$ cat src/rtl/kvt_pkg.sv
`timescale 1ns / 1ps

package kvt_pkg;

	typedef logic [2:0] mode_t;

	localparam mode_t MODE_INSERT = 3'd0;
	localparam mode_t MODE_UPDATE = 3'd1;
	localparam mode_t MODE_UPSERT = 3'd2;
	localparam mode_t MODE_ERASE  = 3'd3;
	localparam mode_t MODE_LOOKUP = 3'd4;
	localparam mode_t MODE_RANK   = 3'd5;

	// controller to datapath
	typedef struct packed {
		logic load_req;
		logic scan_start;
		logic scan_step;
		logic shift_start;
		logic shift_step;
		logic count_step;
		logic ins_write;
		logic upd_write;
		logic cnt_inc;
		logic cnt_dec;
		logic outer_start;
		logic outer_read;
		logic outer_next;
		logic cand_load;
		logic set_ok;
		logic take_lookup;
		logic take_rank;
		logic finish;
	} cmd_t;

	// datapath to controller
	typedef struct packed {
		mode_t mode;
		logic  scan_more;
		logic  s1_vld;
		logic  s1_match;
		logic  hit;
		logic  full;
		logic  rank_ok;
		logic  rank_match;
		logic  out_free;
	} sts_t;

endpackage

$ cat src/rtl/kvt_ctrl.sv
`timescale 1ns / 1ps

module kvt_ctrl (
	input  logic           clk,
	input  logic           arst_n,
	input  logic           in_valid,
	output logic           in_stall,
	input  kvt_pkg::sts_t  sts,
	output kvt_pkg::cmd_t  cmd
);
	import kvt_pkg::*;

	typedef enum logic [8:0] {
		S_IDLE     = 9'b000000001,
		S_DISPATCH = 9'b000000010,
		S_SCAN     = 9'b000000100,
		S_DECIDE   = 9'b000001000,
		S_SHIFT    = 9'b000010000,
		S_R_OUT    = 9'b000100000,
		S_R_WAIT   = 9'b001000000,
		S_R_IN     = 9'b010000000,
		S_FINISH   = 9'b100000000
	} state_t;

	state_t state_q;
	state_t state_d;

	assign in_stall = (state_q != S_IDLE);

	always_comb begin
		state_d = state_q;
		cmd     = '0;
		case (state_q)
			S_IDLE: begin
				if (in_valid) begin
					cmd.load_req = 1'b1;
					state_d      = S_DISPATCH;
				end
			end
			S_DISPATCH: begin
				if (sts.mode == MODE_RANK) begin
					if (sts.rank_ok) begin
						cmd.outer_start = 1'b1;
						state_d         = S_R_OUT;
					end else begin
						state_d = S_FINISH;
					end
				end else if (sts.mode == MODE_INSERT || sts.mode == MODE_UPDATE ||
				             sts.mode == MODE_UPSERT || sts.mode == MODE_ERASE ||
				             sts.mode == MODE_LOOKUP) begin
					cmd.scan_start = 1'b1;
					state_d        = S_SCAN;
				end else begin
					state_d = S_FINISH;
				end
			end
			S_SCAN: begin
				cmd.scan_step = 1'b1;
				if (sts.s1_match || (!sts.scan_more && !sts.s1_vld)) begin
					state_d = S_DECIDE;
				end
			end
			S_DECIDE: begin
				state_d = S_FINISH;
				case (sts.mode)
					MODE_INSERT: begin
						if (!sts.hit && !sts.full) begin
							cmd.ins_write = 1'b1;
							cmd.cnt_inc   = 1'b1;
							cmd.set_ok    = 1'b1;
						end
					end
					MODE_UPDATE: begin
						if (sts.hit) begin
							cmd.upd_write = 1'b1;
							cmd.set_ok    = 1'b1;
						end
					end
					MODE_UPSERT: begin
						if (sts.hit) begin
							cmd.upd_write = 1'b1;
							cmd.set_ok    = 1'b1;
						end else if (!sts.full) begin
							cmd.ins_write = 1'b1;
							cmd.cnt_inc   = 1'b1;
							cmd.set_ok    = 1'b1;
						end
					end
					MODE_ERASE: begin
						if (sts.hit) begin
							cmd.shift_start = 1'b1;
							state_d         = S_SHIFT;
						end
					end
					MODE_LOOKUP: begin
						if (sts.hit) begin
							cmd.take_lookup = 1'b1;
							cmd.set_ok      = 1'b1;
						end
					end
					default: begin
					end
				endcase
			end
			S_SHIFT: begin
				cmd.shift_step = 1'b1;
				if (!sts.scan_more && !sts.s1_vld) begin
					cmd.cnt_dec = 1'b1;
					cmd.set_ok  = 1'b1;
					state_d     = S_FINISH;
				end
			end
			S_R_OUT: begin
				cmd.outer_read = 1'b1;
				state_d        = S_R_WAIT;
			end
			S_R_WAIT: begin
				cmd.cand_load = 1'b1;
				state_d       = S_R_IN;
			end
			S_R_IN: begin
				cmd.count_step = 1'b1;
				if (!sts.scan_more && !sts.s1_vld) begin
					if (sts.rank_match) begin
						cmd.take_rank = 1'b1;
						cmd.set_ok    = 1'b1;
						state_d       = S_FINISH;
					end else begin
						cmd.outer_next = 1'b1;
						state_d        = S_R_OUT;
					end
				end
			end
			S_FINISH: begin
				if (sts.out_free) begin
					cmd.finish = 1'b1;
					state_d    = S_IDLE;
				end
			end
			default: begin
				state_d = S_IDLE;
			end
		endcase
	end

	always_ff @(posedge clk or negedge arst_n) begin
		if (!arst_n) begin
			state_q <= S_IDLE;
		end else begin
			state_q <= state_d;
		end
	end

	a_state_onehot: assert property (@(posedge clk) disable iff (!arst_n)
		$onehot(state_q))
		else $error("controller state not one-hot");

	a_load_dispatch: assert property (@(posedge clk) disable iff (!arst_n)
		cmd.load_req |=> (state_q == S_DISPATCH))
		else $error("accepted transaction not dispatched");

	a_write_ok: assert property (@(posedge clk) disable iff (!arst_n)
		(cmd.ins_write || cmd.upd_write) |-> cmd.set_ok)
		else $error("table written without success flag");

endmodule

$ cat config.mk
export PLATFORM = sky130hd
export DESIGN_NAME = kvt_ctrl
export DESIGN_NICKNAME = d
export VERILOG_FILES = /design/src/rtl/kvt_pkg.sv /design/src/rtl/kvt_ctrl.sv
export SDC_FILE = /design/constraint.sdc
export NUM_CORES = 1
export LEC_CHECK = 0
export BUFFER_PORTS_ARGS = -buffer_cell sky130_fd_sc_hd__clkbuf_2
export CAP_MARGIN = 10
export CORE_MARGIN = 2
export CORE_UTILIZATION = 42
export DETAILED_ROUTE_END_ITERATION = 8
export PLACE_DENSITY_LB_ADDON = 0.08
export REMOVE_ABC_BUFFERS = 1
export SKIP_CTS_REPAIR_TIMING = 1
export SLEW_MARGIN = 20
export SYNTH_ARGS = -nofsm -noshare
export SYNTH_HDL_FRONTEND = slang
export SYNTH_SLANG_ARGS = --single-unit
export TNS_END_PERCENT = 1
$ cat constraint.sdc
create_clock -name clk -period 2 [get_ports clk]
set_input_delay 0.2 -clock clk [delete_from_list [all_inputs] [get_ports clk]]
set_output_delay 0.2 -clock clk [all_outputs]
set_load 0.02 [all_outputs]
# [Word-level counts from Yosys, hierarchy flattened]
# Index checks and enable logic that the tools add are counted.
[totals] word_cells=85 inputBits=14 reg_bits=9
[op_classes] n_reduce_logical=14 mux=50 n_eq_ne=20
[op_table] op="9-bit 2-to-1 mux" n=11
[op_table] op="9-bit case mux with 9 select lines" n=1
[op_table] op="1-bit 2-to-1 mux" n=33
[op_table] op="2-bit inequality test (second input constant)" n=5
[op_table] op="9-bit by 1-bit == test with 1-bit output (second input constant)" n=1
[op_table] op="9-bit by 2-bit == test with 1-bit output (second input constant)" n=1
[op_table] op="9-bit by 3-bit == test with 1-bit output (second input constant)" n=1
[op_table] op="9-bit by 4-bit == test with 1-bit output (second input constant)" n=1
[op_table] op="9-bit by 5-bit == test with 1-bit output (second input constant)" n=1
[op_table] op="9-bit by 6-bit == test with 1-bit output (second input constant)" n=1
[op_table] op="9-bit by 7-bit == test with 1-bit output (second input constant)" n=1
[op_table] op="9-bit by 8-bit == test with 1-bit output (second input constant)" n=1
[op_table] op="9-bit == test (second input constant)" n=1
[op_table] op="9-bit by 1-bit inequality test with 1-bit output (second input constant)" n=1
[op_table] op="3-bit by 2-bit == test with 1-bit output (second input constant)" n=2
[op_table] op="3-bit == test (second input constant)" n=2
[op_table] op="1-bit logical OR" n=5
[op_table] op="5-bit AND reduction" n=1
[op_table] op="1-bit zero test" n=4
[op_table] op="1-bit case mux with 4 select lines" n=1
[op_table] op="3-bit by 1-bit == test with 1-bit output (second input constant)" n=1
[op_table] op="3-bit zero test" n=1
[op_table] op="3-bit 2-to-1 mux" n=1
[op_table] op="1-bit case mux with 3 select lines" n=1
[op_table] op="other kinds (4)" n=5

# [Logic depth before layout (Yosys ltp)]
# Gate-level depths: netlist of the first run.
[depth] depth_word=8 ltp_mapped=6

# [Worst setup path after synthesis of the first run]
# Ideal clock, no wire load.
[synth_timing] path_type="register -> output" start="register state_q[7]" end="output cmd[2] (netlist name)" arrival_time_ns=2.147 slack_ns=-0.347 required_time_ns=1.800 path_buffers=1 path_stages_with_launch=6 path_cell_list="dfrtp_1 > clkbuf_1 > or4b_2 > nor3_1 > nand2_1 > nor4b_1"
[synth_rtl] item="from (decl)" line="kvt_ctrl.sv:25" text="state_t state_q;"
[synth_rtl] item="from (signal assigned)" line="kvt_ctrl.sv:150" text="state_q <= state_d;"
[synth_rtl] item="to (decl)" line="kvt_ctrl.sv:9" text="output kvt_pkg::cmd_t cmd"

==> results of run 1 <==
==> worst min path at each step <==
stage,startpoint,end,slack (ns)
global placement,arst_n,state_q[6]$_DFFE_PN0P_,0.06
floorplan,arst_n,state_q[1]$_DFFE_PN0P_,-0.1
finish,in_valid,state_q[1]$_DFFE_PN0P_,0.21
global route,in_valid,state_q[1]$_DFFE_PN0P_,0.20
detailed placement,arst_n,state_q[1]$_DFFE_PN0P_,0.06
CTS,arst_n,state_q[1]$_DFFE_PN0P_,-0.21
==> routing by layer <==
| metal | global-route usage (%) | part of all wire (%) |
|---|---|---|
| met3 | 2.264 | 3.5 |
| met1 | 29.47 | 44 |
| met2 | 30.40 | 52 |
| met4 | 6.486 | 0 |
| met5 | 0 | 0 |
==> final cells by class <==
| type | instances | area, um2 |
|---|---|---|
| clock buffers | 4 | 26.28 |
| fillers | 143 | 491.7 |
| inverters | 3 | 11.26 |
| multi-input cells | 83 | 658.1 |
| flip-flops and latches | 9 | 226.5 |
| well taps | 25 | 31.28 |
| repair buffers | 48 | 319.1 |
==> through the flow <==
step / setup WS, ns / total power [uW] / instances / TNS, ns
after global placement: -0.007275 / 719.3 / 166 / -0.007275
after CTS: -0.3268 / 857.8 / 170 / -2.874
after global routing: -0.2238 / 1096 / 172 / -1.586
final: -0.1612 / 1033 / 172 / -0.7493
after detailed placement: -0.04724 / 726.3 / 166 / -0.06190
after floorplan: -0.3624 / 554.2 / 95 / -1.769
==> cells in the mapped netlist (3+ instances only) <==
library cell,instances
a21oi_1,4
and3_1,7
o21ai_0,3
dfrtp_1,8
nor2b_1,5
nand2b_1,3
nor2_1,12
nor4b_1,3
xor2_1,3
o211ai_1,3
nor4_1,3
inv_1,3
nor3_1,4
nand4_1,3
a21o_1,5
==> power by group <==
| group | internal [uW] | leakage (uW) | switching (uW) | total, uW |
|---|---|---|---|---|
| combinational | 320 | 0.000508 | 343 | 663 |
| clock | 76.2 | 0.0000150 | 52.5 | 129 |
| sequential | 218 | 0.000121 | 23.3 | 241 |
| total | 614 | 0.000644 | 419 | 1030 |
==> cells by family after synthesis <==
logic type                Yosys count
AOI/OAI and AO/OA                  19
DFF                                 9
and+or+nand+nor                    61
xor gates and xnor gates            3
buffers and inverters               8
==> worst max-delay path, cell delays in order (launching register included) <==
cell and delay [ns]:
dfrtp_1 0.38, or4b_4 0.57, or3_4 0.40, a21o_1 0.16
o21ai_1 0.06, buf_4 0.15
==> flow_summary.ini, run 1 <==
[status]
run_status = complete, but fails checks
violations = setup timing

[drt]
drt_iter0_drc = 23
drc = 0
via_per_inst = 5.628
dr.pass1.iters = 4
wl_um = 2418
wl_per_cell_um = 14.06
vias = 968
ant_nets = 0

[synth]
synth-edff-count = 0
yosysWarnings = 0
synth.top_cell.area_share_pct = 24.69
synth_compound_area_share_pct = 16.20
yosysSeqAreaShare_pct = 27.93
yosys.area_share.xor_xnor_pct = 3.241
ys_types = 38
synth_top_area_cell = dfrtp_1
netlist_instances = 100
synth_top_family_by_area = simple AND/OR/NAND/NOR gates
muxShareOfSynthArea_pct = 0
async_reset_ff_share_pct = 100.0
synth-simple-area-share_pct = 47.22
synth-adder-area-share_pct = 0
synth-seq-cells = 9
synthFlopType = dfrtp_1
synth_area_leaders = dfrtp_1 (25%), nor2_1 (5.6%), and3_1 (5.4%)
syn_avg_cell_area_um2 = 8.108
syn_area_um2 = 810.8

[global_routing]
grt_pass1_wl_um = 3236
grt.overflow.total = 0
grt_pass1_vias = 751
antenna_found_initial = 0
grt_max_degree = 12
track_usage_pct = 19.98

[final_layout]
largest_register = state_q
finish.utilization_pct = 72.13
drive_gt1_share_pct = 50.34
largest_register_ffs = 9
diodes = 0
largest_registers = state_q: 9 flops
areaGrowthSynthToFinish_pct = 56.94
fin_area_mm2 = 0.001272
final_cell_mix = clkbuf_2 (20), buf_4 (17), nor2_1 (10)
final_common_cell = clkbuf_2
final_nets = 162

[critical_path]
crit_type = flop to output pin
rr_startpoint = state_q[4]$_DFFE_PN0P_
r2r-end = state_q[0]$_DFFE_PN1P_
worstSetupEndpointType = output pin
crit_required_ns = 1.80
r2r_slack_ns = 0
crit_path_start = state_q[4]$_DFFE_PN0P_
crit_end = cmd[3]
crit_fanout = 3
setup.worst_path.start_class = flop
arrival_ns = 1.96
reg2reg_depth = 5

[die]
initial_core_util_pct = 45.96
rows = 15
core-area_mm2 = 0.001764
die_width_um = 47.94
die-area_mm2 = 0.002298
die_h_um = 47.94
ios = 33

[sta]
period_minus_slack_ns = 2.161
fin_skew_ns = 0.004247
hold_viol = 0
rsz0062_at_grt = yes
period_share_pct = 108.1
maxSlewHeadroom_pct = 78.75
fmax_mhz = 462.7
worst_slack_ns = -0.1612
setup_viol = 9
tightest_slew_ns = 0.3143
hold_slack_ns = 0.2064
final_max_slew_viol_count = 0

[placement]
io_buffers = 32
place_congestion = 0.8470
hpwl_um = 1760
dpl_cell_area_mm2 = 0.001075

[clock_network]
worstSkewPairLatency_ns = 0.25
cts.sinks = 9
cts_tree = done
h-tree-depth = 1
clk_pin_slew_ns = 0.06
cts_buffer_depth = 2
cts_inserted_buffers = 3
root_buffer = clkbuf_4

[power_and_ir_drop]
peakVddDrop_mv = 0.6563
leakage_uw = 0.0006436
power.density_mw_per_mm2 = 811.4

[hold_path]
hold_class = input port to flop
worstHoldPathCells = 3

[flow_run]
drv_cap = 0
Note: power is estimated with default switching activity, not from simulation.
==> run 2, diff against run 1 <==
--- a/config.mk
+++ b/config.mk
@@ -10,7 +10,8 @@
 export CORE_MARGIN = 2
 export CORE_UTILIZATION = 42
 export DETAILED_ROUTE_END_ITERATION = 8
-export PLACE_DENSITY_LB_ADDON = 0.08
+export PLACE_DENSITY = 0.74
+export RECOVER_POWER = 25
 export REMOVE_ABC_BUFFERS = 1
 export SKIP_CTS_REPAIR_TIMING = 1
 export SLEW_MARGIN = 20
==> run 2 against run 1 <==
Net effect: the flow still finishes with violations (setup timing); cell area is 1.4% lower; sequential share of layout area rose by 0.25 points; critical path depth did not move; critical path type unchanged; largest cell class unchanged; global-route usage increased by 1.1 points; fmax is 0.86% lower; register-to-register slack better by 0.02 ns; wire length grew 2.5%; clock power is essentially flat.
==> flow_summary.ini, run 2 (same netlist as run 1, synthesis figures left out) <==
[hold_path]
hold_class = input port to flop

[die]
rows = 15
ios = 33
die_width_um = 47.94
initial_core_util_pct = 45.96
die_h_um = 47.94
die-area_mm2 = 0.002298
core-area_mm2 = 0.001764

[final_layout]
largest_register = state_q
largest_register_ffs = 9
final_common_cell = buf_4
multi_input_area_um2 = 649.4
areaGrowthSynthToFinish_pct = 54.78
diodes = 0
drive_gt1_share_pct = 48.63
final_cells = 171
regArea_um2 = 226.5
final_nets = 161
final_cell_mix = buf_4 (21), clkbuf_2 (18), nor2_1 (11)
largest_registers = state_q: 9 flops
fillCellCount = 134

[sta]
period_share_pct = 109.0
worst_slack_ns = -0.1799
final_max_slew_viol_count = 0
finalSetupTns_ns = -1.065
fin_skew_ns = 0.0009143
hold_slack_ns = 0.2035
hold_viol = 0
fmax_mhz = 458.7
tightest_slew_ns = 0.4378
period_minus_slack_ns = 2.180
rsz0062_at_grt = yes
setup_viol = 9
maxSlewHeadroom_pct = 70.81

[drt]
wl_per_cell_um = 14.49
dr.pass1.iters = 4
ant_nets = 0
vias = 993
drt_iter0_drc = 21
wl_um = 2478
via_per_inst = 5.807
drc = 0

[placement]
io_buffers = 32
place_congestion = 0.8361
hpwl_um = 1816
dp_cells = 164

[power_and_ir_drop]
peakVddDrop_mv = 0.7623
power.density_mw_per_mm2 = 804.5
leakage_uw = 0.0006298

[critical_path]
setup.worst_path.start_class = flop
slowest_delay_ns = 0.57
path_buf_inv = 1
crit_required_ns = 1.80
arrival_ns = 1.98
crit_slowest_cell = or4b_4
crit_fanout = 3
path_cells = or4b_4 > or3_4 > a21o_1 > o21ai_1 > buf_4
crit_type = flop to output pin
cp_top_family = simple AND/OR/NAND/NOR gates
worstSetupEndpointType = output pin

[global_routing]
grtUsageMet2_pct = 31.20
grt_max_degree = 12
use_met3_pct = 4.528
track_usage_pct = 21.11
busiest_layer = met2
grt.overflow.total = 0
grtUsageMet1_pct = 28.64
grt_pass1_wl_um = 3387
grt_pass1_vias = 822
antenna_found_initial = 0

[clock_network]
cts_buffer_depth = 2
cts_tree = done
cts_inserted_buffers = 3
root_buffer = clkbuf_4
cts.sinks = 9
clk_pin_slew_ns = 0.05
worstSkewPairLatency_ns = 0.25
h-tree-depth = 1

[status]
run_status = complete, but fails checks
violations = setup timing

[flow_run]
drv_cap = 0
==> run 2: cell count changes in the layout (fill, tap and decap cells not counted), sizes merged <==
cell    before  now
clkbuf      24   23
==> run 2: power by group <==
part	switching (uW)	internal, uW	leakage (uW)
combinational	331	307	0.000494
sequential	24.9	218	0.000121
clock	52.1	76.1	0.0000150
==> run 2: final timing paths <==
check,startpoint,end,slack [ns],depth (start not counted)
setup / recovery,state_q[7]$_DFFE_PN0P_,cmd[3],-0.18,5
hold reg to reg,state_q[7]$_DFFE_PN0P_,state_q[7]$_DFFE_PN0P_,0.68,2
setup reg to reg,state_q[1]$_DFFE_PN0P_,state_q[0]$_DFFE_PN1P_,0.02,5
min in group asynchronous,arst_n,state_q[6]$_DFFE_PN0P_,0.42,2
max in group asynchronous,arst_n,state_q[0]$_DFFE_PN1P_,1.25,2
hold / removal,in_valid,state_q[1]$_DFFE_PN0P_,0.20,3
==> run 2: through the flow <==
step           total power, uW  instance area [um2]  setup WS [ns]  util [%]
6_report                  1010                 1255        -0.1799     71.13
5_1_grt                   1076                 1255        -0.2344     71.13
4_1_cts                  859.4                 1086        -0.3612     61.56
3_5_place_dp             726.2                 1060       -0.07891     60.07
3_3_place_gp             707.7                 1060       -0.01331     60.07
2_1_floorplan            554.2                778.2        -0.3624         -
==> run 2: cell type report <==
type | instances | area share (%)
clock buffer | 4 | 2.094
inverter | 3 | 0.8973
multi-input combinational | 83 | 51.74
sequential | 9 | 18.05
tap | 25 | 2.493
timing repair buffer | 47 | 24.73
==> run 2: routing by layer <==
metal | share of wire [%] | vias to the layer above | routed length [um]
met1 | 43 | 478 | 1068
li1 | - | 474 | -
met5 | 0 | - | 0
met4 | 0 | 0 | 0
met2 | 52 | 41 | 1278
met3 | 5.3 | 0 | 131
==> run 2: tightest hold or removal path: stages <==
cell and delay (ns):
clkbuf_2 0.09, inv_1 0.07, nor2_1 0.05
